--- src/rtl/core/gsa_ram.sv ---
// ============================================================================
// gsa_ram - generic simple dual-port RAM
// One write port and one read port; read data is registered.
// ============================================================================
module gsa_ram #(
	parameter int WIDTH = 8,
	parameter int DEPTH = 16
) (
	input  logic                     clk,
	input  logic                     we,
	input  logic [$clog2(DEPTH)-1:0] waddr,
	input  logic [WIDTH-1:0]         wdata,
	input  logic                     re,
	input  logic [$clog2(DEPTH)-1:0] raddr,
	output logic [WIDTH-1:0]         rdata
);

	logic [WIDTH-1:0] mem_q [DEPTH];

	// Write port.
	always_ff @(posedge clk) begin
		if (we) begin
			mem_q[waddr] <= wdata;
		end
	end

	// Registered read port.
	always_ff @(posedge clk) begin
		if (re) begin
			rdata <= mem_q[raddr];
		end
	end

endmodule

--- config.mk ---
export PLATFORM = sky130hd
export DESIGN_NAME = gsa_ram
export DESIGN_NICKNAME = d
export VERILOG_FILES = /design/src/rtl/core/gsa_ram.sv
export SDC_FILE = /design/constraint.sdc
export NUM_CORES = 1
export LEC_CHECK = 0
export BUFFER_PORTS_ARGS = -buffer_cell sky130_fd_sc_hd__buf_2
export CAP_MARGIN = 10
export CORE_ASPECT_RATIO = 1.25
export CORE_UTILIZATION = 45
export DETAILED_ROUTE_END_ITERATION = 7
export PLACE_DENSITY = 0.7
export SLEW_MARGIN = 20
export SYNTH_ARGS = -nofsm -noshare
export SYNTH_HDL_FRONTEND = slang
export SYNTH_SLANG_ARGS = --single-unit
--- constraint.sdc ---
create_clock -name clk -period 1.8 [get_ports clk]
set_input_delay 0.27 -clock clk [delete_from_list [all_inputs] [get_ports clk]]
set_output_delay 0.27 -clock clk [all_outputs]
set_load 0.02 [all_outputs]
## After elaboration in Yosys (flattened, before gate mapping)

Memories as Yosys holds them, arrays and structs flattened. A register that Yosys moved wholly into a read port is not among the register bits.
Cells that the tools add are included.
W data, S select, Z words.

- Flip-flop bits (word level): 0
- Latch bits: 0
- RAM bits: 128
- Memory bits (read-only): 0
- Input bits: 19
- Output and inout bits: 8
- Word-level logic and storage cells: 3
- Memories: 1

Memory list:

| name | depth | width | rd ports | clocked after Yosys merged registers in | wr ports | RTL line | RTL |
|---|---|---|---|---|---|---|---|
| mem_q | 16 | 8 | 1 | 1 | 1 | 18 | `logic [WIDTH-1:0] mem_q [DEPTH];` |

- $add $sub $neg: 0
- Multipliers: 0
- Divide/modulo/power cells: 0
- Magnitude comparators: 0
- Equality and inequality tests: 0
- Shift operators: 0
- Mux-type cells: 2
- Bitwise logic cells: 0
- Reduce and logical (&&, ||, !) cells: 0

Operators with widths:

| cell | count |
|---|---|
| $mux W1 | 2 |

## Logic depth before layout (Yosys ltp)

Gate-level depths: netlist (run 1).

- Depth in word-level cells: 2
- Mapped depth: 5
- Gate-level depth less buffers: 3

## Least setup slack after synthesis (run 1)

Ideal clock, no wire load.

- Path kind: input to register
- Start: input port waddr[2]
- End: memory mem_q[0][0], enable pin
- Setup time: 383 ps
- Arrival time: 1,380 ps
- Required time: 1,417 ps
- Setup slack: 37 ps
- Cell stages on the path: 2
- Path buffers: 0
- Cells stage by stage: or3b_2 > nor3_1

RTL lines:

| what | RTL line | RTL |
|---|---|---|
| start, declared | 11 | `input logic [$clog2(DEPTH)-1:0] waddr,` |
| end, declared | 18 |  |

No word-level cell before the write port.

==> qor.yml, run 1 <==
yosys_warnings: 0
end_kind: "register"
rows: 43
drt_pass1_iterations: 7
p_total_mw: 7.25
drt_iter0_markers: 186
post-dp-hpwl_mm: 6.15
crit_start: "mem_q[9][1]$_DFFE_PP_"
dieArea_sq_um: 12100
ys_seq_area_share_pct: 78.1
drive_above_1_share_pct: 31.4
reg2reg_depth: 3
worst_ep_arrival_time_ns: 1.65
top_usage_layer: "met2"
critPathKind: "reg2reg"
drt_wl_total_mm: 9.68
ctsResizeCount: 0
nFillCells: 849
hold_class: "in2reg"
ant_nets: 0
power_frac_seq_pct: 49.5
wire_per_inst_um: 22.1
min_path_cells: 1
gr-total-overflow: 0
vdd_drop_max_mv: 0.739
crit_required_ns: 1.95
drc: 2
use_met3_pct: 4.44
leakagePower_nw: 2.13
fin_worst_skew_ns: 0.00530
die_w_um: 98.4
power_density_nw_per_um2: 1160
synthXorXnorAreaFrac_pct: 0
grtUsageMet1_pct: 22.4
antenna_cells: 0
grt_usage_pct: 17.8
p_int_mw: 5.85
clock_sinks: 136
cts_tree: "built"
cts_made_buffers: 17
path_max_fanout: 1
switching_share_pct: 19.2
maxCapViolCount: 0
pre_cts_slack_ns: -0.0476
die_h_um: 123
synthesis.nets: 248
area_growth_pct: 19.1
syn_inst: 229
comb_power_share_pct: 4.8
via_per_inst: 5.76
stdcell_count: 438
finalSetupViolCount: 0
status: "finished with violations"
initial_utilization_pct: 46.7
grt_use_met2_pct: 29.5
htree_levels: 4
final_common_cell: "edfxtp_1"
yosys.area_share.simple_pct: 3.14
relSlewSlack_pct: 70.0
final_cell_mix: "edfxtp_1, buf_2, buf_4, mux4_2, clkbuf_16"
antenna_found_initial: 0
period_needed_ns: 1.50
synth.avg_cell_area_sq_um: 22.8
num_vias: 2523
synth_fa_ha_area_share_pct: 0
grt_pass1_wl_mm: 14.9
grt_pass1_vias: 2581
syn_area_sq_um: 5230
r2r-start: "mem_q[9][1]$_DFFE_PP_"
path_clk_slew_ns: 0.06
rr_endpoint: "rdata[1]$_DFFE_PP_"
synth_compound_area_share_pct: 2.30
synth-seq-cells: 136
post-route-period-util_pct: 83.2
portBuffers: 26
core_area_sq_um: 11200
place_congestion: 0.746
postCtsHoldBufs: 0
synth_mux_area_share_pct: 14.8
fin_nets: 309
fmax_mhz: 668
slew_violations: 0
ctsRootBufferMaster: "clkbuf_16"
violations: "DRC"
clkPwrFrac_pct: 45.7
grt_max_degree: 33
dp_cells: 406
io-pin-count: 27
switchingPower_mw: 1.39
clkLatencyLatePin_ns: 0.41
hold_violations: 0
crit_path_end: "rdata[1]$_DFFE_PP_"
clockBufferDepth: 2
rsz0062_at_grt: "no"
cts_setup_buffers: 0
synth_cell_types: 18
cp-start-kind: "register"
setup_slack_ns: 0.303
r2r_slack_ns: 0.30
synth_top_family_by_area: "multiplexers"
tightest_slew_ns: 0.450
-- critical path: stages, from the launching register on --
cell and delay (ns):
edfxtp_1 0.36, mux4_1 0.52, a22oi_1 0.28, nand2_1 0.08
-- power groups by stage --
stage | Combinational (mW) | Clock, mW | Sequential (mW)
2_1_floorplan | 0.180 | 0 | 3.67
3_3_place_gp | 0.342 | 0 | 3.65
3_5_place_dp | 0.351 | 0 | 3.65
4_1_cts | 0.354 | 3.36 | 3.59
5_1_grt | 0.376 | 3.49 | 3.59
6_report | 0.350 | 3.31 | 3.59
-- Yosys cell counts --
cell	instances	area share [%]
edfxtp_1	136	78
mux4_2	18	7.8
a22oi_1	16	2.3
mux4_1	14	7.0
nor2_1	13	0.93
nand2_1	9	0.65
nor3_1	4	0.38
buf_2	3	0.29
buf_6	3	0.65
clkdlybuf4s25_2	3	0.57
nand2b_1	2	0.24
nand3b_1	2	0.29
and2_1	1	0.12
and2b_1	1	0.14
buf_4	1	0.14
nand3_1	1	0.096
nor2b_1	1	0.12
or3b_2	1	0.17
-- layer usage --
layer	part of all wire (%)	up-vias
li1	-	1107
met5	0	-
met2	52	78
met1	41	1320
met3	4.8	18
met4	2.1	0
-- cell type report --
class / instances / area (sq um) / area share [%]
multi-input combinational: 83 / 1060 / 17.0
tap: 135 / 169 / 2.71
clock inverter: 13 / 135 / 2.17
clock buffer: 19 / 433 / 6.95
sequential: 136 / 4080 / 65.6
timing repair buffer: 52 / 350 / 5.62
-- per-stage QoR --
| step | setup TNS [ns] | hold slack [ns] | util, % | area [sq um] |
|---|---|---|---|---|
| 3_5_place_dp | -0.0476 | 0.656 | 50.6 | 5660 |
| 3_3_place_gp | -0.0597 | 0.652 | 50.6 | 5660 |
| 2_1_floorplan | 0 | 0.369 | - | 5230 |
| 4_1_cts | 0 | 0.227 | 55.7 | 6230 |
| 6_report | 0 | 0.236 | 55.7 | 6230 |
| 5_1_grt | 0 | 0.231 | 55.7 | 6230 |
-- logic make-up (layout without fill, tap and decap cells) --
| group | after synthesis | count (layout) |
|---|---|---|
| AO/OA/AOI/OAI | 16 | 16 |
| buffers and inverters | 10 | 84 |
| flip-flops | 136 | 136 |
| multiplexers | 32 | 32 |
| AND/OR/NAND/NOR | 35 | 35 |
-- flip-flops by register name, summed over array words and instances, names as in the netlist --
signal,flops
rdata,8
mem_q,128
-- worst min-delay path by stage --
stage | to | start | slack (ns)
floorplan | mem_q[0][0]$_DFFE_PP_ | wdata[0] | 0.37
global placement | mem_q[7][4]$_DFFE_PP_ | wdata[4] | 0.65
detailed placement | rdata[7]$_DFFE_PP_ | re | 0.66
CTS | rdata[4]$_DFFE_PP_ | re | 0.23
global route | rdata[0]$_DFFE_PP_ | re | 0.23
finish | rdata[0]$_DFFE_PP_ | re | 0.24
Note: power is estimated with default switching activity, not from simulation.
==> inputs of run 2 (changes only) <==
--- a/config.mk
+++ b/config.mk
@@ -5,12 +5,13 @@
 export SDC_FILE = /design/constraint.sdc
 export NUM_CORES = 1
 export LEC_CHECK = 0
+export ABC_AREA = 1
 export BUFFER_PORTS_ARGS = -buffer_cell sky130_fd_sc_hd__buf_2
 export CAP_MARGIN = 10
 export CORE_ASPECT_RATIO = 1.25
 export CORE_UTILIZATION = 45
 export DETAILED_ROUTE_END_ITERATION = 7
-export PLACE_DENSITY = 0.7
+export PLACE_DENSITY = 0.67
 export SLEW_MARGIN = 20
 export SYNTH_ARGS = -nofsm -noshare
 export SYNTH_HDL_FRONTEND = slang
==> constraint.sdc (replaced) <==
create_clock -name clk -period 1.5 [get_ports clk]
set_input_delay 0.225 -clock clk [delete_from_list [all_inputs] [get_ports clk]]
set_output_delay 0.225 -clock clk [all_outputs]
set_load 0.02 [all_outputs]
==> qor.yml, run 2 <==
num_vias: 3826  # was 2523
status: "completed"  # was finished with violations
clkLatencyLatePin_ns: 0.42  # was 0.41 ns
die_w_um: 104  # was 98.4 um
syn_area_sq_um: 5850  # was 5230 sq um
drt_pass1_iterations: 5  # was 7
grt_pass1_vias: 3677  # was 2581
slowest_stage: "edfxtp_1"  # was mux4_1
synth_area_leader_cell: "edfxtp_1"  # unchanged
io-pin-count: 27  # unchanged
drive_above_1_share_pct: 13.1  # was 31.4%
fin_nets: 615  # was 309
ys_top_cells_by_count: "nand2_1, edfxtp_1, inv_1"  # was edfxtp_1, mux4_2, a22oi_1
ant_nets: 0  # unchanged
antenna_cells: 0  # unchanged
final_cell_mix: "nand2_1, edfxtp_1, inv_1, nand3_1, buf_2"  # was edfxtp_1, buf_2, buf_4, mux4_2, clkbuf_16
grt_usage_pct: 20.5  # was 17.8%
synth_cell_types: 11  # was 18
fin_setup_tns_ns: 0  # unchanged
reg_top3: "mem_q: 128 flops, rdata: 8 flops"  # unchanged
power_frac_seq_pct: 48.1  # was 49.5%
slew_violations: 0  # unchanged
hold_violations: 0  # unchanged
cts_made_buffers: 17  # unchanged
end_kind: "output pin"  # was register
post-route-period-util_pct: 79.3
ys.flop_type: "edfxtp_1"  # unchanged
path_clk_slew_ns: 0.06  # about the same
reg2reg_depth: 6  # was 3
synth-seq-cells: 136  # unchanged
switching_share_pct: 21.4  # was 19.2%
hold_class: "in2reg"  # unchanged
post-dp-hpwl_mm: 8.05  # was 6.15 mm
p_total_mw: 8.94  # was 7.25 mW
path_depth: 1  # was 3
portBuffers: 26  # unchanged
dieArea_sq_um: 13500  # was 12100 sq um
worst_ep_arrival_time_ns: 0.96  # was 1.65 ns
period_needed_ns: 1.19
cts_setup_buffers: 0  # unchanged
syn_inst: 551  # was 229
min_path_cells: 1  # unchanged
cp-start-kind: "register"  # unchanged
clkPwrFrac_pct: 45.7  # about the same
synth.most_common_cell: "nand2_1"  # was edfxtp_1
synth.top_cell.area_share_pct: 69.8  # was 78.1%
fin_worst_skew_ns: 0.00852  # was 0.00530 ns
crit_start: "rdata[2]$_DFFE_PP_"  # was mem_q[9][1]$_DFFE_PP_
regMostFlops: "mem_q"  # unchanged
initial_utilization_pct: 46.2  # was 46.7%
ys_seq_area_share_pct: 69.8  # was 78.1%
synth_enable_flop_cells: 136  # unchanged
drt_iter0_markers: 297  # was 186
ctsResizeCount: 0  # unchanged
fmax_mhz: 841
path_buf_inv: 1  # was 0
drc: 0  # was 2
p_int_mw: 7.02  # was 5.85 mW
final_common_cell: "nand2_1"  # was edfxtp_1
wire_per_inst_um: 16.3  # was 22.1 um
drt_wl_total_mm: 12.7  # was 9.68 mm
yosys_warnings: 0  # unchanged
tightest_slew_ns: 0.590  # was 0.450 ns
rows: 46  # was 43
slowest_delay_ns: 0.38  # was 0.52 ns
power_density_nw_per_um2: 1310  # was 1160 nW/um^2
hp-start: "re"  # unchanged
comb_power_share_pct: 6.2  # was 4.8%
synth.avg_cell_area_sq_um: 10.6  # was 22.8 sq um
clockBufferDepth: 2  # unchanged
crit_chain: "buf_2"  # was mux4_1 -> a22oi_1 -> nand2_1
async_flop_share_pct: 0  # unchanged
gr-total-overflow: 0  # unchanged
finalSetupViolCount: 0  # unchanged
ctsRootBufferMaster: "clkbuf_16"  # unchanged
relSlewSlack_pct: 60.6  # was 70.0%
leakagePower_nw: 2.94  # was 2.13 nW
die_h_um: 129  # was 123 um
critPathKind: "reg2out"  # was reg2reg
area_growth_pct: 16.9  # was 19.1%
grt_pass1_wl_mm: 20.2  # was 14.9 mm
vdd_drop_max_mv: 0.540  # was 0.739 mV
switchingPower_mw: 1.92  # was 1.39 mW
cts_tree: "built"  # unchanged
htree_levels: 4  # unchanged
via_per_inst: 4.92  # was 5.76
postCtsHoldBufs: 0  # unchanged
rsz0062_at_grt: "no"  # unchanged
place_congestion: 0.819  # was 0.746
ys_top_cells_by_area: "edfxtp_1, nand2_1, nand3_1"  # was edfxtp_1, mux4_2, mux4_1
path_max_fanout: 1  # unchanged
antenna_found_initial: 0  # unchanged
crit_required_ns: 1.27  # was 1.95 ns
largest_register_ffs: 128  # unchanged
clock_sinks: 136  # unchanged
maxCapViolCount: 0  # unchanged
grt_max_degree: 33  # unchanged
r2r-start: "mem_q[3][7]$_DFFE_PP_"  # was mem_q[9][1]$_DFFE_PP_
synthesis.nets: 570  # was 248
critPathTopFamily: "flip-flops"  # was multiplexers
core_area_sq_um: 12700  # was 11200 sq um
run 2: cell families (layout without fill, tap and decap cells):
group / after synthesis / count (layout) / synth area share, %
buf+inv: 126 / 184 / 9.39
simple gates: 289 / 289 / 20.8
flops: 136 / 136 / 69.8
run 2: layout make-up:
type | instances | area (sq um)
clock buffer | 17 | 425
clock inverter | 15 | 160
fill | 1087 | 5830
inverter | 102 | 383
multi-input combinational | 289 | 1210
sequential | 136 | 4080
tap | 168 | 210
timing repair buffer | 50 | 360
run 2: path summary, 6_finish.rpt:
check                                           to  slack, ns
worst max-delay path                      rdata[2]       0.31
worst min-delay path            rdata[7]$_DFFE_PP_       0.17
worst max register to register  rdata[7]$_DFFE_PP_       0.31
worst min register to register  rdata[1]$_DFFE_PP_       0.78
run 2: power by group through the flow:
| stage | Sequential [mW] | Combinational, mW | Clock, mW |
|---|---|---|---|
| after floorplan | 4.40 | 0.300 | 0 |
| after global routing | 4.31 | 0.612 | 4.26 |
| after CTS | 4.30 | 0.556 | 4.12 |
| after detailed placement | 4.38 | 0.551 | 0 |
| final | 4.30 | 0.553 | 4.08 |
| after global placement | 4.38 | 0.541 | 0 |
run 2: metrics by stage:
| stage | worst slack, ns | cell area, sq um | hold slack (ns) | util [%] | std cells |
|---|---|---|---|---|---|
| 6_report | 0.311 | 6840 | 0.169 | 54.0 | 777 |
| 3_3_place_gp | 0.0381 | 6250 | 0.600 | 49.4 | 745 |
| 4_1_cts | 0.282 | 6840 | 0.164 | 54.0 | 777 |
| 3_5_place_dp | 0.0221 | 6250 | 0.597 | 49.4 | 745 |
| 5_1_grt | 0.238 | 6840 | 0.170 | 54.0 | 777 |
| 2_1_floorplan | 0.324 | 5850 | 0.324 | - | 551 |
run 2: per-layer routing:
layer	global-route usage, %	part of all wire (%)
met1	25.2	41
met2	34.4	51
met3	3.62	5.2
met4	11.8	3.3
met5	0	0
run 2: worst register-to-register path, cell delays in order (launching register included):
cell,delay [ns]
edfxtp_1,0.37
inv_1,0.06
nand2_1,0.05
nand3_1,0.12
nand3_1,0.12
nand3_1,0.15
nand2_1,0.08
==> inputs of run 3 (changes only) <==
--- a/config.mk
+++ b/config.mk
@@ -5,13 +5,13 @@
 export SDC_FILE = /design/constraint.sdc
 export NUM_CORES = 1
 export LEC_CHECK = 0
-export ABC_AREA = 1
+export ABC_AREA = 0
 export BUFFER_PORTS_ARGS = -buffer_cell sky130_fd_sc_hd__buf_2
 export CAP_MARGIN = 10
 export CORE_ASPECT_RATIO = 1.25
 export CORE_UTILIZATION = 45
 export DETAILED_ROUTE_END_ITERATION = 7
-export PLACE_DENSITY = 0.67
+export PLACE_DENSITY = 0.7
 export SLEW_MARGIN = 20
 export SYNTH_ARGS = -nofsm -noshare
 export SYNTH_HDL_FRONTEND = slang
==> constraint.sdc (replaced) <==
create_clock -name clk -period 1 [get_ports clk]
set_input_delay 0.15 -clock clk [delete_from_list [all_inputs] [get_ports clk]]
set_output_delay 0.15 -clock clk [all_outputs]
set_load 0.02 [all_outputs]
==> qor.yml, run 3 (synthesis gave the netlist of run 1 again) <==
status: "finished with violations"  # was completed
violations: "DRC, setup timing"
crit_required_ns: 1.16  # was 1.27 ns
cp-start-kind: "register"  # unchanged
drc: 2  # was 0
regMostFlops: "mem_q"  # unchanged
drt_iter0_markers: 156  # was 297
wl_met3_um: 451  # was 665 um
wl_met1_mm: 3.76  # was 5.17 mm
io-pin-count: 27  # unchanged
via_per_inst: 5.54  # was 4.92
dp_cells: 419  # was 745
maxUsedRoutingLayer: "met4"  # unchanged
cts_made_buffers: 17  # unchanged
slowest_delay_ns: 0.47  # was 0.38 ns
worst_ep_arrival_time_ns: 1.61  # was 0.96 ns
num_vias: 2500  # was 3826
critPathKind: "reg2reg"  # was reg2out
vdd_drop_max_mv: 1.03  # was 0.540 mV
r2r_slack_ns: -0.45  # was 0.31 ns
crit_chain: "mux4_2 -> a22oi_1 -> nand2_1"  # was buf_2
nFillCells: 772  # was 1087
drt_pass1_iterations: 8  # was 5
antenna_found_initial: 0  # unchanged
grt_pass1_vias: 2647  # was 3677
initial_utilization_pct: 46.7  # was 46.2%
grt_pass1_wl_mm: 15.2  # was 20.2 mm
reg2reg_depth: 3  # was 6
period_needed_ns: 1.45
path_clk_slew_ns: 0.06  # about the same
gr-total-overflow: 0  # unchanged
clock_sinks: 136  # unchanged
fin_nets: 322  # was 615
stdcell_count: 451  # was 777
pre_cts_slack_ns: -0.643  # was 0.0221 ns
core_area_sq_um: 11200  # was 12700 sq um
path_max_fanout: 1  # unchanged
setup_slack_ns: -0.451  # was 0.311 ns
portBuffers: 26  # unchanged
rows: 43  # was 46
ctsRootBufferMaster: "clkbuf_16"  # unchanged
area_growth_pct: 29.1  # was 16.9%
end_kind: "register"  # was output pin
tightest_slew_ns: 0.985  # was 0.590 ns
fin_worst_skew_ns: 0.00702  # was 0.00852 ns
wire_per_inst_um: 21.9  # was 16.3 um
dr_wl_met2_mm: 5.32  # was 6.44 mm
drive_above_1_share_pct: 47.2  # was 13.1%
clockBufferDepth: 2  # unchanged
slew_violations: 0  # unchanged
cts_tree: "built"  # unchanged
rsz0062_at_grt: "yes"  # was no
ant_nets: 0  # unchanged
grt_usage_pct: 18.5  # was 20.5%
p_total_mw: 12.9  # was 8.94 mW
clkLatencyLatePin_ns: 0.42  # about the same
finalSetupViolCount: 16  # was 0
place_congestion: 0.703  # was 0.819
min_path_cells: 1  # unchanged
slowest_stage: "mux4_2"  # was edfxtp_1
relSlewSlack_pct: 34.1  # was 60.6%
die_h_um: 123  # was 129 um
post-dp-hpwl_mm: 6.57  # was 8.05 mm
maxCapViolCount: 0  # unchanged
die_w_um: 98.4  # was 104 um
antenna_cells: 0  # unchanged
reg_top3: "mem_q: 128 flops, rdata: 8 flops"  # unchanged
power_density_nw_per_um2: 1910  # was 1310 nW/um^2
dieArea_sq_um: 12100  # was 13500 sq um
final_cell_mix: "edfxtp_1, mux4_2, buf_12, buf_2, clkbuf_16"  # was nand2_1, edfxtp_1, inv_1, nand3_1, buf_2
drt_wl_total_mm: 9.86  # was 12.7 mm
post-route-period-util_pct: 145
grt_max_degree: 21  # was 33
hold_class: "in2reg"  # unchanged
final_common_cell: "edfxtp_1"  # was nand2_1
fmax_mhz: 689
hold_violations: 0  # unchanged
htree_levels: 4  # unchanged
largest_register_ffs: 128  # unchanged
leakagePower_nw: 2.23  # was 2.94 nW
[run 3: cell types whose count changed in the layout (fill, tap and decap cells not counted), sizes merged, moves of 2 or more]
cell | previous run | this run
nand2 | 173 | 9
inv | 102 | 1
nand3 | 97 | 1
mux4 | 0 | 32
a22oi | 0 | 16
buf | 50 | 65
nor2 | 17 | 13
nor3 | 0 | 4
clkbuf | 17 | 20
clkinvlp | 6 | 3
bufinv | 3 | 1
nand2b | 0 | 2
[run 3: path summary, 6_finish.rpt]
check / from / to
max: mem_q[3][1]$_DFFE_PP_ / rdata[1]$_DFFE_PP_
min: re / rdata[3]$_DFFE_PP_
min reg2reg: mem_q[12][3]$_DFFE_PP_ / rdata[3]$_DFFE_PP_
max reg2reg: mem_q[3][1]$_DFFE_PP_ / rdata[1]$_DFFE_PP_
[run 3: critical path: cells and delay by family, from the launching register on]
kind | cells | cell delay, ns
muxes | 1 | 0.47
DFF | 1 | 0.39
AOI/OAI and AO/OA | 1 | 0.24
and+or+nand+nor | 1 | 0.09
[run 3: cell type report]
type / instances / area (sq um) / share of cell area, %
Multi-Input combinational cell: 83 / 1180 / 17.5
Tap cell: 135 / 169 / 2.50
Clock inverter: 12 / 103 / 1.52
Timing Repair Buffer: 65 / 777 / 11.5
Sequential cell: 136 / 4080 / 60.5
Clock buffer: 20 / 437 / 6.47
[run 3: power by group]
group	total [mW]	switching, mW	internal [mW]
combinational	0.831	0.424	0.407
sequential	6.47	0.0415	6.43
clock	5.59	2.19	3.39
[run 3: repair_timing]
| item | 4_1_cts | 5_1_grt |
|---|---|---|
| hold buffers | 0 | 0 |
| gates resized for setup | 12 | 12 |
| pin swaps | 5 | 2 |
| setup endpoints to repair | 16 | 21 |
| buffers inserted | 0 | 1 |
[run 3: stage by stage]
step	hold WS, ns	utilization (%)	TNS, ns	area [sq um]
finish	0.0912	60.3	-4.13	6750
global route	0.0843	60.3	-4.64	6750
CTS	0.0926	59.8	-4.35	6690
detailed placement	0.524	54.6	-42.51	6110
global placement	0.522	54.6	-41.84	6110
floorplan	0.249	-	-15.02	5360
[run 3: routing by layer]
layer	up-vias	GRT usage (%)
met4	0	11.3
met5	-	0
met1	1276	20.8
met3	19	4.67
met2	87	31.9
li1	1118	-
