`config.mk`:
```
export PLATFORM = sky130hd
export DESIGN_NAME = gsa_engine_flat
export DESIGN_NICKNAME = d
export VERILOG_FILES = /design/src/rtl/core/gsa_pkg.sv /design/src/rtl/core/gsa_if.sv /design/src/rtl/core/gsa_engine.sv /design/src/flat_wrapper.sv
export SDC_FILE = /design/constraint.sdc
export NUM_CORES = 1
export LEC_CHECK = 0
export BUFFER_PORTS_ARGS = -buffer_cell sky130_fd_sc_hd__buf_4
export CAP_MARGIN = 25
export CELL_PAD_IN_SITES_DETAIL_PLACEMENT = 0
export CELL_PAD_IN_SITES_GLOBAL_PLACEMENT = 1
export CORE_ASPECT_RATIO = 1.5
export CORE_UTILIZATION = 47
export CTS_CLUSTER_DIAMETER = 30
export DETAILED_ROUTE_END_ITERATION = 7
export PLACE_DENSITY_LB_ADDON = 0.12
export SYNTH_ARGS = -nofsm -noshare
export SYNTH_HDL_FRONTEND = slang
export SYNTH_SLANG_ARGS = --single-unit
```
`constraint.sdc`:
```
create_clock -name clk -period 9.9 [get_ports clk]
set_clock_uncertainty 0.2 [all_clocks]
set_input_delay 2.475 -clock clk [delete_from_list [all_inputs] [get_ports clk]]
set_output_delay 2.475 -clock clk [all_outputs]
set_load 0.02 [all_outputs]
```
`src/rtl/core/gsa_pkg.sv`:
```
// ============================================================================
// gsa_pkg - shared types and constants of the generational slot allocator
// Opcodes, controller states and the result record passed between modules.
// ============================================================================
package gsa_pkg;

	// Fixed field widths of the command and response transactions.
	localparam int OPC_W = 3;
	localparam int IDX_W = 10;
	localparam int GEN_W = 32;

	// Command opcodes. Codes five to seven are unused and do nothing.
	typedef enum logic [OPC_W-1:0] {
		OP_CREATE  = 3'd0,
		OP_DESTROY = 3'd1,
		OP_RESTORE = 3'd2,
		OP_QUERY   = 3'd3,
		OP_CLEAR   = 3'd4
	} op_t;

	// Controller states.
	typedef enum logic [2:0] {
		ST_IDLE,
		ST_EXEC,
		ST_WALK,
		ST_LINK,
		ST_RESP
	} state_t;

	// One response record.
	typedef struct packed {
		logic             ok;
		logic [IDX_W-1:0] index;
		logic [GEN_W-1:0] generation;
	} res_t;

endpackage

```
`src/rtl/core/gsa_if.sv`:
```
// ============================================================================
// gsa_if - command and response channels of the slot allocator
// Valid/ready channels; a transaction completes when valid and ready are high.
// ============================================================================
interface gsa_cmd_if;
	import gsa_pkg::*;

	logic             valid;
	logic             ready;
	logic [OPC_W-1:0] opcode;
	logic [IDX_W-1:0] entity_index;
	logic [GEN_W-1:0] entity_generation;

	modport source (output valid, opcode, entity_index, entity_generation, input ready);
	modport sink (input valid, opcode, entity_index, entity_generation, output ready);
endinterface


```
`src/rtl/core/gsa_engine.sv`:
```
// ============================================================================
// gsa_engine - read-modify-write controller of the slot allocator
// Reads a slot entry, decides the operation, writes the entry back and walks
// the free list for restore. Holds one result until the output stage takes it.
// ============================================================================
module gsa_engine #(
	parameter int CAPACITY = 1024
) (
	input  logic                                    clk,
	input  logic                                    arst_n,
	gsa_cmd_if.sink                                 cmd,
	output gsa_pkg::res_t                           res,
	output logic                                    res_valid,
	input  logic                                    res_ready,
	output logic                                    mem_we,
	output logic [$clog2(CAPACITY)-1:0]             mem_waddr,
	output logic [$clog2(CAPACITY+1)+gsa_pkg::GEN_W:0] mem_wdata,
	output logic                                    mem_re,
	output logic [$clog2(CAPACITY)-1:0]             mem_raddr,
	input  logic [$clog2(CAPACITY+1)+gsa_pkg::GEN_W:0] mem_rdata
);
	import gsa_pkg::*;

	localparam int PW = $clog2(CAPACITY + 1);
	localparam int AW = $clog2(CAPACITY);
	localparam int CW = (PW > IDX_W) ? PW : IDX_W;
	localparam logic [PW-1:0] LIST_END = PW'(CAPACITY);

	// One slot entry as stored in the memory.
	typedef struct packed {
		logic             alive;
		logic [PW-1:0]    next;
		logic [GEN_W-1:0] gen;
	} entry_t;

	state_t           state_q, state_d;
	logic [PW-1:0]    head_q, head_d;
	logic [PW-1:0]    used_q, used_d;
	logic [PW-1:0]    cur_q, cur_d;
	logic [PW-1:0]    steps_q, steps_d;
	logic [PW-1:0]    steps_inc;
	logic [OPC_W-1:0] op_q;
	logic [IDX_W-1:0] idx_q;
	logic [GEN_W-1:0] gen_q;
	entry_t           ent_q;
	res_t             res_q, res_d;
	logic             ent_ld, res_ld;
	entry_t           rd, wr;
	logic [GEN_W-1:0] gen_inc;
	logic [CW-1:0]    idx_c, used_c, head_c, nxt_c;
	logic             alive_ok;

	assign rd        = entry_t'(mem_rdata);
	assign mem_wdata = wr;
	assign gen_inc   = rd.gen + GEN_W'(1);
	assign steps_inc = steps_q + PW'(1);
	assign idx_c     = CW'(idx_q);
	assign used_c    = CW'(used_q);
	assign head_c    = CW'(head_q);
	assign nxt_c     = CW'(rd.next);
	assign res       = res_q;

	// A handle is alive when its generation is nonzero, its slot is in use,
	// the slot is marked alive and the generations agree.
	assign alive_ok = (gen_q != '0) && (idx_c < used_c) && rd.alive && (rd.gen == gen_q);

	// Control state registers.
	always_ff @(posedge clk or negedge arst_n) begin
		if (!arst_n) begin
			state_q <= ST_IDLE;
			head_q  <= LIST_END;
			used_q  <= '0;
		end else begin
			state_q <= state_d;
			head_q  <= head_d;
			used_q  <= used_d;
		end
	end

	// Payload registers: the command, the walk cursor and the result.
	always_ff @(posedge clk) begin
		if (cmd.valid && cmd.ready) begin
			op_q  <= cmd.opcode;
			idx_q <= cmd.entity_index;
			gen_q <= cmd.entity_generation;
		end
		if (ent_ld) begin
			ent_q <= rd;
		end
		if (res_ld) begin
			res_q <= res_d;
		end
		cur_q   <= cur_d;
		steps_q <= steps_d;
	end

	// Next state, memory accesses and results. Every write lands before the
	// next read of the same entry is issued, so no forwarding is needed.
	always_comb begin
		state_d   = state_q;
		head_d    = head_q;
		used_d    = used_q;
		cur_d     = cur_q;
		steps_d   = steps_q;
		ent_ld    = 1'b0;
		res_ld    = 1'b0;
		res_d     = '0;
		mem_we    = 1'b0;
		mem_waddr = AW'(idx_q);
		wr        = '0;
		mem_re    = 1'b0;
		mem_raddr = AW'(idx_q);
		cmd.ready = (state_q == ST_IDLE);
		res_valid = (state_q == ST_RESP);

		unique case (state_q)
			ST_IDLE: begin
				if (cmd.valid) begin
					mem_re = 1'b1;
					if (cmd.opcode == OP_CREATE) begin
						mem_raddr = AW'(head_q);
					end else begin
						mem_raddr = AW'(cmd.entity_index);
					end
					state_d = ST_EXEC;
				end
			end

			ST_EXEC: begin
				state_d = ST_RESP;
				res_ld  = 1'b1;
				unique case (op_q)
					OP_CREATE: begin
						if (head_q < used_q) begin
							// Reuse the head of the free list.
							mem_we           = 1'b1;
							mem_waddr        = AW'(head_q);
							wr.alive         = 1'b1;
							wr.next          = LIST_END;
							wr.gen           = gen_inc;
							head_d           = rd.next;
							res_d.ok         = 1'b1;
							res_d.index      = IDX_W'(head_q);
							res_d.generation = gen_inc;
						end else if (used_q < LIST_END) begin
							// Append a fresh slot with generation one.
							mem_we           = 1'b1;
							mem_waddr        = AW'(used_q);
							wr.alive         = 1'b1;
							wr.next          = LIST_END;
							wr.gen           = GEN_W'(1);
							used_d           = used_q + PW'(1);
							res_d.ok         = 1'b1;
							res_d.index      = IDX_W'(used_q);
							res_d.generation = GEN_W'(1);
						end
					end
					OP_DESTROY: begin
						if (alive_ok) begin
							mem_we   = 1'b1;
							wr.alive = 1'b0;
							wr.next  = head_q;
							wr.gen   = rd.gen;
							head_d   = PW'(idx_q);
							res_d.ok = 1'b1;
						end
					end
					OP_RESTORE: begin
						if ((idx_c < used_c) && !rd.alive && (rd.gen == gen_q) &&
								(head_q < used_q)) begin
							if (head_c == idx_c) begin
								// The slot heads the free list.
								mem_we   = 1'b1;
								wr.alive = 1'b1;
								wr.next  = LIST_END;
								wr.gen   = rd.gen;
								head_d   = rd.next;
								res_d.ok = 1'b1;
							end else begin
								// Start the walk at the head of the list.
								ent_ld    = 1'b1;
								cur_d     = head_q;
								steps_d   = '0;
								mem_re    = 1'b1;
								mem_raddr = AW'(head_q);
								res_ld    = 1'b0;
								state_d   = ST_WALK;
							end
						end
					end
					OP_QUERY: begin
						res_d.ok = alive_ok;
					end
					OP_CLEAR: begin
						used_d   = '0;
						head_d   = LIST_END;
						res_d.ok = 1'b1;
					end
					default: begin
					end
				endcase
			end

			ST_WALK: begin
				if (nxt_c == idx_c) begin
					// Bypass the restored slot in its predecessor.
					mem_we    = 1'b1;
					mem_waddr = AW'(cur_q);
					wr.alive  = rd.alive;
					wr.next   = ent_q.next;
					wr.gen    = rd.gen;
					state_d   = ST_LINK;
				end else begin
					cur_d   = rd.next;
					steps_d = steps_inc;
					if ((steps_inc < LIST_END) && (rd.next < used_q)) begin
						mem_re    = 1'b1;
						mem_raddr = AW'(rd.next);
					end else begin
						// The slot is not on the free list.
						res_ld  = 1'b1;
						state_d = ST_RESP;
					end
				end
			end

			ST_LINK: begin
				mem_we   = 1'b1;
				wr.alive = 1'b1;
				wr.next  = LIST_END;
				wr.gen   = ent_q.gen;
				res_d.ok = 1'b1;
				res_ld   = 1'b1;
				state_d  = ST_RESP;
			end

			ST_RESP: begin
				if (res_ready) begin
					state_d = ST_IDLE;
				end
			end

			default: begin
				state_d = ST_IDLE;
			end
		endcase
	end

	// The read and write ports are never used in the same cycle.
	a_no_rw_overlap: assert property (@(posedge clk) disable iff (!arst_n)
		!(mem_we && mem_re))
		else $error("memory read and write issued in the same cycle");

	// The fill count never passes the table size.
	a_used_bound: assert property (@(posedge clk) disable iff (!arst_n)
		used_q <= LIST_END)
		else $error("slot count beyond capacity");

	// The free list head is a used slot or the list end.
	a_head_valid: assert property (@(posedge clk) disable iff (!arst_n)
		(head_q < used_q) || (head_q == LIST_END))
		else $error("free list head points outside the used slots");

	// An accepted command is executed in the following cycle.
	a_accept_exec: assert property (@(posedge clk) disable iff (!arst_n)
		(cmd.valid && cmd.ready) |=> (state_q == ST_EXEC))
		else $error("accepted command did not enter execution");

	// The walk stays within its step bound.
	a_walk_bound: assert property (@(posedge clk) disable iff (!arst_n)
		(state_q == ST_WALK) |-> (steps_q < LIST_END))
		else $error("free list walk exceeded its bound");

endmodule
```
`src/flat_wrapper.sv`:
```
// flat-port wrapper written by rule: the top's interface ports become plain ports
module gsa_engine_flat import gsa_pkg::*;
#(
	parameter int CAPACITY = 1024
)
  (clk, arst_n, res, res_valid, res_ready, mem_we, mem_waddr, mem_wdata, mem_re, mem_raddr, mem_rdata, cmd_valid, cmd_opcode, cmd_entity_index, cmd_entity_generation, cmd_ready);
  gsa_cmd_if cmd_i ();
  input  logic clk;
  input  logic arst_n;
  output gsa_pkg::res_t res;
  output logic res_valid;
  input  logic res_ready;
  output logic mem_we;
  output logic [$clog2(CAPACITY)-1:0] mem_waddr;
  output logic [$clog2(CAPACITY+1)+gsa_pkg::GEN_W:0] mem_wdata;
  output logic mem_re;
  output logic [$clog2(CAPACITY)-1:0] mem_raddr;
  input  logic [$clog2(CAPACITY+1)+gsa_pkg::GEN_W:0] mem_rdata;
  input wire logic [$bits(cmd_i.valid)-1:0] cmd_valid;
  input wire logic [$bits(cmd_i.opcode)-1:0] cmd_opcode;
  input wire logic [$bits(cmd_i.entity_index)-1:0] cmd_entity_index;
  input wire logic [$bits(cmd_i.entity_generation)-1:0] cmd_entity_generation;
  output wire logic [$bits(cmd_i.ready)-1:0] cmd_ready;
  assign cmd_i.valid = cmd_valid;
  assign cmd_i.opcode = cmd_opcode;
  assign cmd_i.entity_index = cmd_entity_index;
  assign cmd_i.entity_generation = cmd_entity_generation;
  assign cmd_ready = cmd_i.ready;
  gsa_engine #(.CAPACITY(CAPACITY)) u_core (.clk(clk), .arst_n(arst_n), .cmd(cmd_i), .res(res), .res_valid(res_valid), .res_ready(res_ready), .mem_we(mem_we), .mem_waddr(mem_waddr), .mem_wdata(mem_wdata), .mem_re(mem_re), .mem_raddr(mem_raddr), .mem_rdata(mem_rdata));
endmodule
```
# After elaboration in Yosys (flattened, before gate mapping)
# Index checks and enable logic that the tools add are counted.
word_totals:
  ff_bits: 177
  inputBits: 93
  out_inout_bits: 111
  wordCells: 138
classes:
  add_sub_neg: 3
  n_lt_le_gt_ge: 5
  eq_ne: 24
  muxes: 72
  n_reduce_logical: 21
ops:
  columns: ["op", "count"]
  rows:
  - ["$pmux 44 s3", 2]
  - ["$mux 44", 5]
  - ["$mux 10", 15]
  - ["$mux 43", 3]
  - ["$mux 11", 10]
  - ["$pmux 11 s2", 2]
  - ["$pmux 11 s4", 1]
  - ["$pmux 10 s2", 2]
  - ["$add 32x1->32 const B", 1]
  - ["$eq 32x32->1", 1]
  - ["$reduce_bool 32->1", 1]
  - ["$pmux 10 s3", 1]
  - ["$add 11x1->11 const B", 2]
  - ["$eq 11x10->1", 2]
  - ["$lt 11x11->1", 2]
  - ["$lt 11x11->1 const B", 2]
  - ["$mux 3", 7]
  - ["$mux 1", 17]
  - ["$pmux 3 s5", 1]
  - ["$ne 2x1->1 const B", 7]
  - ["$eq 3x2->1 const B", 4]
  - ["$pmux 1 s3", 4]
  - ["$lt 10x11->1", 1]
  - ["$ne 2x2->1 const B", 5]
  - ["15 further kinds", 27]

# Logic depth before layout (Yosys ltp)
logic_depth:
  depth_word: 7
  mapped_depth: 12
  depth_no_buf: 9

# Worst setup path after synthesis
# OpenSTA, ideal clock, no wires.
synth_timing:
  path_type: "input to output"
  start: "in mem_rdata[24] in the netlist's numbering"
  end: "out mem_raddr[0]"
  arrival_time_ns: 5.668
  path_slack_ns: 1.557
  path_stages: 8
  path_cell_list: "clkbuf_1 -> xnor2_1 -> nand4_1 -> nor4_2 -> nand3_2 -> nor2_1 -> nor4b_4 -> a221o_1"
synth_between:
  elab_chain_len: 6
synth_lines:
  columns: ["element", "line", "rtl"]
  rows:
  - ["start, declared", "flat_wrapper.sv:18", "input logic [$clog2(CAPACITY+1)+gsa_pkg::GEN_W:0] mem_rdata;"]
  - ["$eq 32x32->1", "gsa_engine.sv:169", "if ((idx_c < used_c) && !rd.alive && (rd.gen == gen_q) &&"]
  - ["$logic_and 1x1->1 (2 in a row)", "gsa_engine.sv:169", null]
  - ["$mux 10", "gsa_engine.sv:169", null]
  - ["$mux 10", "gsa_engine.sv:132", "unique case (op_q)"]
  - ["$pmux 10 s3", "gsa_engine.sv:116", "unique case (state_q)"]
  - ["end, declared", "flat_wrapper.sv:17", "output logic [$clog2(CAPACITY)-1:0] mem_raddr;"]
# Every way passes these cells.

# Final worst setup path
layout_timing:
  start: "in mem_rdata[22] in the netlist's numbering"
  end: "out mem_wdata[8] in the netlist's numbering"
layout_between:
  elab_chain_len: 6
  word_cells_on_any_way: 8
  cone_classes: "eq/ne: 1; mux: 4; reduce/logical: 3"
layout_lines:
  columns: ["element", "line", "rtl"]
  rows:
  - ["$eq 32x32->1 (*)", "gsa_engine.sv:65, gsa_engine.sv:169", null]
  - ["$logic_and 1x1->1 (2 in a row)", "gsa_engine.sv:169", null]
  - ["$mux 44", "gsa_engine.sv:169", null]
  - ["$pmux 44 s3 (*)", "gsa_engine.sv:132", null]
  - ["$pmux 44 s3 (*)", "gsa_engine.sv:116", null]
  - ["end, declared", "flat_wrapper.sv:15", "output logic [$clog2(CAPACITY+1)+gsa_pkg::GEN_W:0] mem_wdata;"]
# Mark *: on every way between the ends. The rest lies on a longest branch, timed or not.

==> results.txt <==
----------------------------------------------------
[Layout]
  Layout cells sized above 1 ... 23.8%
  Post-route cell area ... 13000 µm²
  Finished Layout Cells ... 1493
  Area added between synthesis and finish ... 21.5%
  ANT cells ... 0
  Post-layout util ... between 50% and 60%
  Nets ... 1329

[Placed design]
  Number of port buffers ... 203
  Final RePlAce weighted congestion ... 0.932
  Placed instance area ... 12400 µm²
  Total half-perimeter wirelength after legalization and detailed placement ... 27600 µm
  Total instance count after detailed placement ... 1459

[Timing]
  Slew at the pin closest to its max-slew limit ... 1.10 ns
  Remaining max-slew budget at the tightest pin ... 26.7%
  Endpoints failing hold ... 0
  Final worst-path cycle share ... 83.2%
  Final count of negative-setup-slack endpoints ... 0
  Final setup TNS ... 0 ns
  Slew Viols, Final ... 0
  Setup repair after global routing missed its margin ... no
  Time the final worst path needs with I/O delays and setup ... 8.24 ns
  Max frequency ... roughly 120 MHz

[Synthesis]
  Share of the synthesized netlist area taken by xor and xnor gates ... under 10%
  Prevailing post-synth register cell ... sky130_fd_sc_hd__edfxtp_1
  Mux contribution to synthesized area ... 2.84%
  Number of warnings issued by yosys ... 0
  Dominant combinational cell family by area after synthesis ... simple AND/OR/NAND/NOR gates
  Asr flop ratio synth ... 14.1%
  Netlist Area Pre-Place ... 10700 µm²
  Library cells used by synthesis ... 71
  Post-synthesis share of cell area spent on and, or, nand and nor gates ... 17.3%
  Synth Register Bits ... 177
  Share of the synthesized area in compound gates (AO/OA/AOI/OAI) ... 16.1%
  Post-synthesis area per instance ... 10.3 µm²
  Post-synthesis sequential area ratio ... 48.5%
  Synthesized Nets ... 1163
  Synth Area in Adders ... under 10%
  Post-Synthesis Cells ... 1038
  Post-synth EDFFs ... 152

[GRT]
  GRT met3 Usage ... approximately 5.5%
  Met2 GRT Util ... 58.7%
  Wire length of the first global-routing pass ... 56200 µm
  Antenna violations before repair ... 0
  Gr ovfl total ... 0
  Highest-utilization routing layer at the global route stage ... met2
  Number of global-route vias before repair ... 9461
  Fraction of met1 tracks used by global routing ... 34.8%
  Overall fraction of global-route tracks in use ... 32.4%
  Pin count of the biggest net entering global routing ... 46

[Power]
  Power density over cell area ... ~220 nW/µm²
  Max rail drop VDD ... 172 µV
  Leakage power ... 4.83 nW

[Floorplan]
  Die span in x ... 125 µm
  IO Count ... 204
  Vert. Die Dim ... 187 µm
  Area of the die ... roughly 23000 µm²
  Initial core utilization ... 47.9%
  Standard-cell rows ... 67
  CORE AREA ... around 22000 µm²

[Clocking]
  Insertion delay of the later-clocked pin in the worst-skew pair ... 0.45 ns
  Bufs on Longest Clock Path ... 2
  Clock input transition at the sequential cells of the worst setup and hold paths ... approximately 0.070 ns
  CTS tree ... built
  Clock root buffer ... sky130_fd_sc_hd__clkbuf_16
  Post-CTS repair timing setup buffer count ... 0
  CTS resizes ... 0
  TritonCTS buffer count ... 17
  Cts hold-fix bufs ... 0
  Number of levels in the clock H-tree ... 4
  CTS sink cnt ... 177

[Detailed routing]
  Average wire per cell in the routed design ... 25.1 µm
  Via count of the routed design ... 9463
  Number of routed nets with antenna violations ... 0
  Total Wirelength ... around 37000 µm
  Via count normalized by instance count ... approximately 6.3
  Pre-Repair DR Iteration Count ... 8
  Drc violations ... 17
  Starting DRC count in detailed routing ... 1103

[Worst setup path]
  WP data arrival ... 5.56 ns
  Number of cells traversed by the worst register-to-register path ... 8
  Worst path required time ... 7.23 ns
  Crit path max fanout ... 19
  Setup slack on the worst flop-to-flop path ... 5.55 ns
  CP startpoint kind ... primary input
  Crit path capture type ... output port
  Worst reg2reg path startpoint ... u_core.used_c[10]$_DFFE_PN0P_
  Critical path type ... in -> out
  Endpoint of the worst register-to-register path ... u_core.ent_q[23]$_DFFE_PP_

[Worst hold path]
  Worst Hold Class ... reg -> reg
  Start point of the worst hold path ... u_core.state_q[0]$_DFFE_PN0P_
  Sink of the worst hold path ... u_core.state_q[0]$_DFFE_PN0P_
  WHS Path Cells ... 1

[Outcome]
  Status ... complete, but fails checks
  Violated checks ... DRC

[Run]
  Max-cap violations ... 0

----------------------------------------------------
==> state kept, by name, indices dropped and copies added (netlist names) <==
signal / flops
u_core.head_c: 11
u_core.used_c: 11
u_core.steps_q: 11
u_core.ent_q: 43
u_core.cur_q: 10
u_core.state_q: 3
u_core.res: 43
u_core.op_q: 3
u_core.gen_q: 32
u_core.idx_q: 10
==> layout make-up <==
class / count / area, µm²
fillers: 2007 / 9370
flip-flops and latches: 177 / 5190
multi-input cells: 755 / 5080
repair buffers: 221 / 1710
clock buffers: 19 / 433
well taps: 276 / 345
clock inverters: 13 / 128
inverters: 32 / 120
==> routing by layer <==
metal / vias to the layer above / wire length [µm]
li1: 4257 / -
met1: 4575 / 13200
met2: 521 / 19500
met3: 110 / 2390
met4: 0 / 2300
met5: - / 0
==> kinds of logic after synthesis <==
family,after synthesis
AO/OA/AOI/OAI,240
XOR/XNOR,89
adder cells (fa/ha/maj),32
buffers and inverters,106
flip-flops,177
multiplexers,25
AND/OR/NAND/NOR,369
==> layout by cell type (no fill, tap or decap), drive strengths merged, types with 7 or more instances in the layout <==
cell type / instances
mux2i: 12
o21ai: 53
a221o: 22
clkbuf: 19
nor4: 29
nor3: 30
nand4: 20
nand3: 48
a21oi: 54
mux2: 13
xor2: 28
and3: 12
a22o: 12
buf: 221
edfxtp: 152
a22oi: 13
or4: 8
nor2: 84
o211ai: 15
a222oi: 14
dfrtp: 24
nand2: 102
o31ai: 7
inv: 37
xnor2: 61
ha: 32
and2: 7
==> cell usage after synthesis (5+ instances only) <==
master | instances | area share (%)
sky130_fd_sc_hd__edfxtp_1 | 152 | 43
sky130_fd_sc_hd__nand2_1 | 102 | 3.6
sky130_fd_sc_hd__nor2_1 | 83 | 2.9
sky130_fd_sc_hd__xnor2_1 | 61 | 5.0
sky130_fd_sc_hd__a21oi_1 | 53 | 2.5
sky130_fd_sc_hd__nand3_1 | 47 | 2.2
sky130_fd_sc_hd__clkbuf_1 | 41 | 1.4
sky130_fd_sc_hd__o21ai_0 | 38 | 1.8
sky130_fd_sc_hd__ha_1 | 32 | 3.7
sky130_fd_sc_hd__inv_1 | 32 | 1.1
sky130_fd_sc_hd__nor3_1 | 28 | 1.3
sky130_fd_sc_hd__xor2_1 | 28 | 2.3
sky130_fd_sc_hd__dfrtp_1 | 24 | 5.6
sky130_fd_sc_hd__buf_2 | 23 | 1.1
sky130_fd_sc_hd__nor4_1 | 23 | 1.3
sky130_fd_sc_hd__a221o_1 | 22 | 2.1
sky130_fd_sc_hd__nand4_1 | 20 | 1.2
sky130_fd_sc_hd__o211ai_1 | 15 | 1.1
sky130_fd_sc_hd__a222oi_1 | 14 | 1.3
sky130_fd_sc_hd__o21ai_1 | 14 | 0.65
sky130_fd_sc_hd__a22oi_1 | 13 | 0.91
sky130_fd_sc_hd__a22o_1 | 12 | 0.98
sky130_fd_sc_hd__mux2i_1 | 12 | 1.1
sky130_fd_sc_hd__and3_1 | 11 | 0.64
sky130_fd_sc_hd__mux2_4 | 10 | 1.4
sky130_fd_sc_hd__or4_1 | 8 | 0.56
sky130_fd_sc_hd__and2_1 | 7 | 0.41
sky130_fd_sc_hd__o31ai_1 | 7 | 0.49
sky130_fd_sc_hd__a221oi_1 | 6 | 0.49
sky130_fd_sc_hd__nor2b_1 | 6 | 0.35
sky130_fd_sc_hd__nor3b_1 | 6 | 0.42
sky130_fd_sc_hd__nor4_2 | 6 | 0.70
sky130_fd_sc_hd__a211oi_1 | 5 | 0.35
sky130_fd_sc_hd__o21a_1 | 5 | 0.35
sky130_fd_sc_hd__o2bb2ai_1 | 5 | 0.41
sky130_fd_sc_hd__or3_1 | 5 | 0.29
==> power by group <==
part           leakage, nW  internal [mW]  switching (mW)  total (mW)
registers             1.75          0.975           0.167        1.14
clock network        0.271          0.351           0.316       0.668
logic                 2.81          0.390           0.619        1.01
==> metrics by stage <==
step                      total power, mW  hold slack, ns  setup slack, ns
after floorplan                      1.73           0.297             1.56
after global placement               2.12           0.354             1.74
after detailed placement             2.14           0.365             1.75
after CTS                            2.80           0.376             1.75
after global routing                 2.93           0.410             1.57
final                                2.82           0.382             1.66
==> worst max path at each step <==
stage,startpoint,end
6_report,mem_rdata[22],mem_wdata[8]
5_1_grt,mem_rdata[22],mem_wdata[8]
4_1_cts,mem_rdata[22],mem_wdata[8]
3_5_place_dp,mem_rdata[22],mem_wdata[8]
3_3_place_gp,mem_rdata[22],mem_wdata[8]
2_1_floorplan,mem_rdata[24],mem_raddr[0]
==> worst max-delay path: stages <==
cell and delay, ns:
sky130_fd_sc_hd__buf_4 0.16, sky130_fd_sc_hd__xnor2_1 0.24, sky130_fd_sc_hd__nand4_1 0.14, sky130_fd_sc_hd__nor4_2 0.46, sky130_fd_sc_hd__nand3_2 0.33, sky130_fd_sc_hd__a211oi_4 0.87, sky130_fd_sc_hd__buf_4 0.33, sky130_fd_sc_hd__a221oi_1 0.11
sky130_fd_sc_hd__o21ai_0 0.26, sky130_fd_sc_hd__buf_4 0.18
Note: power is estimated with default switching activity, not from simulation.
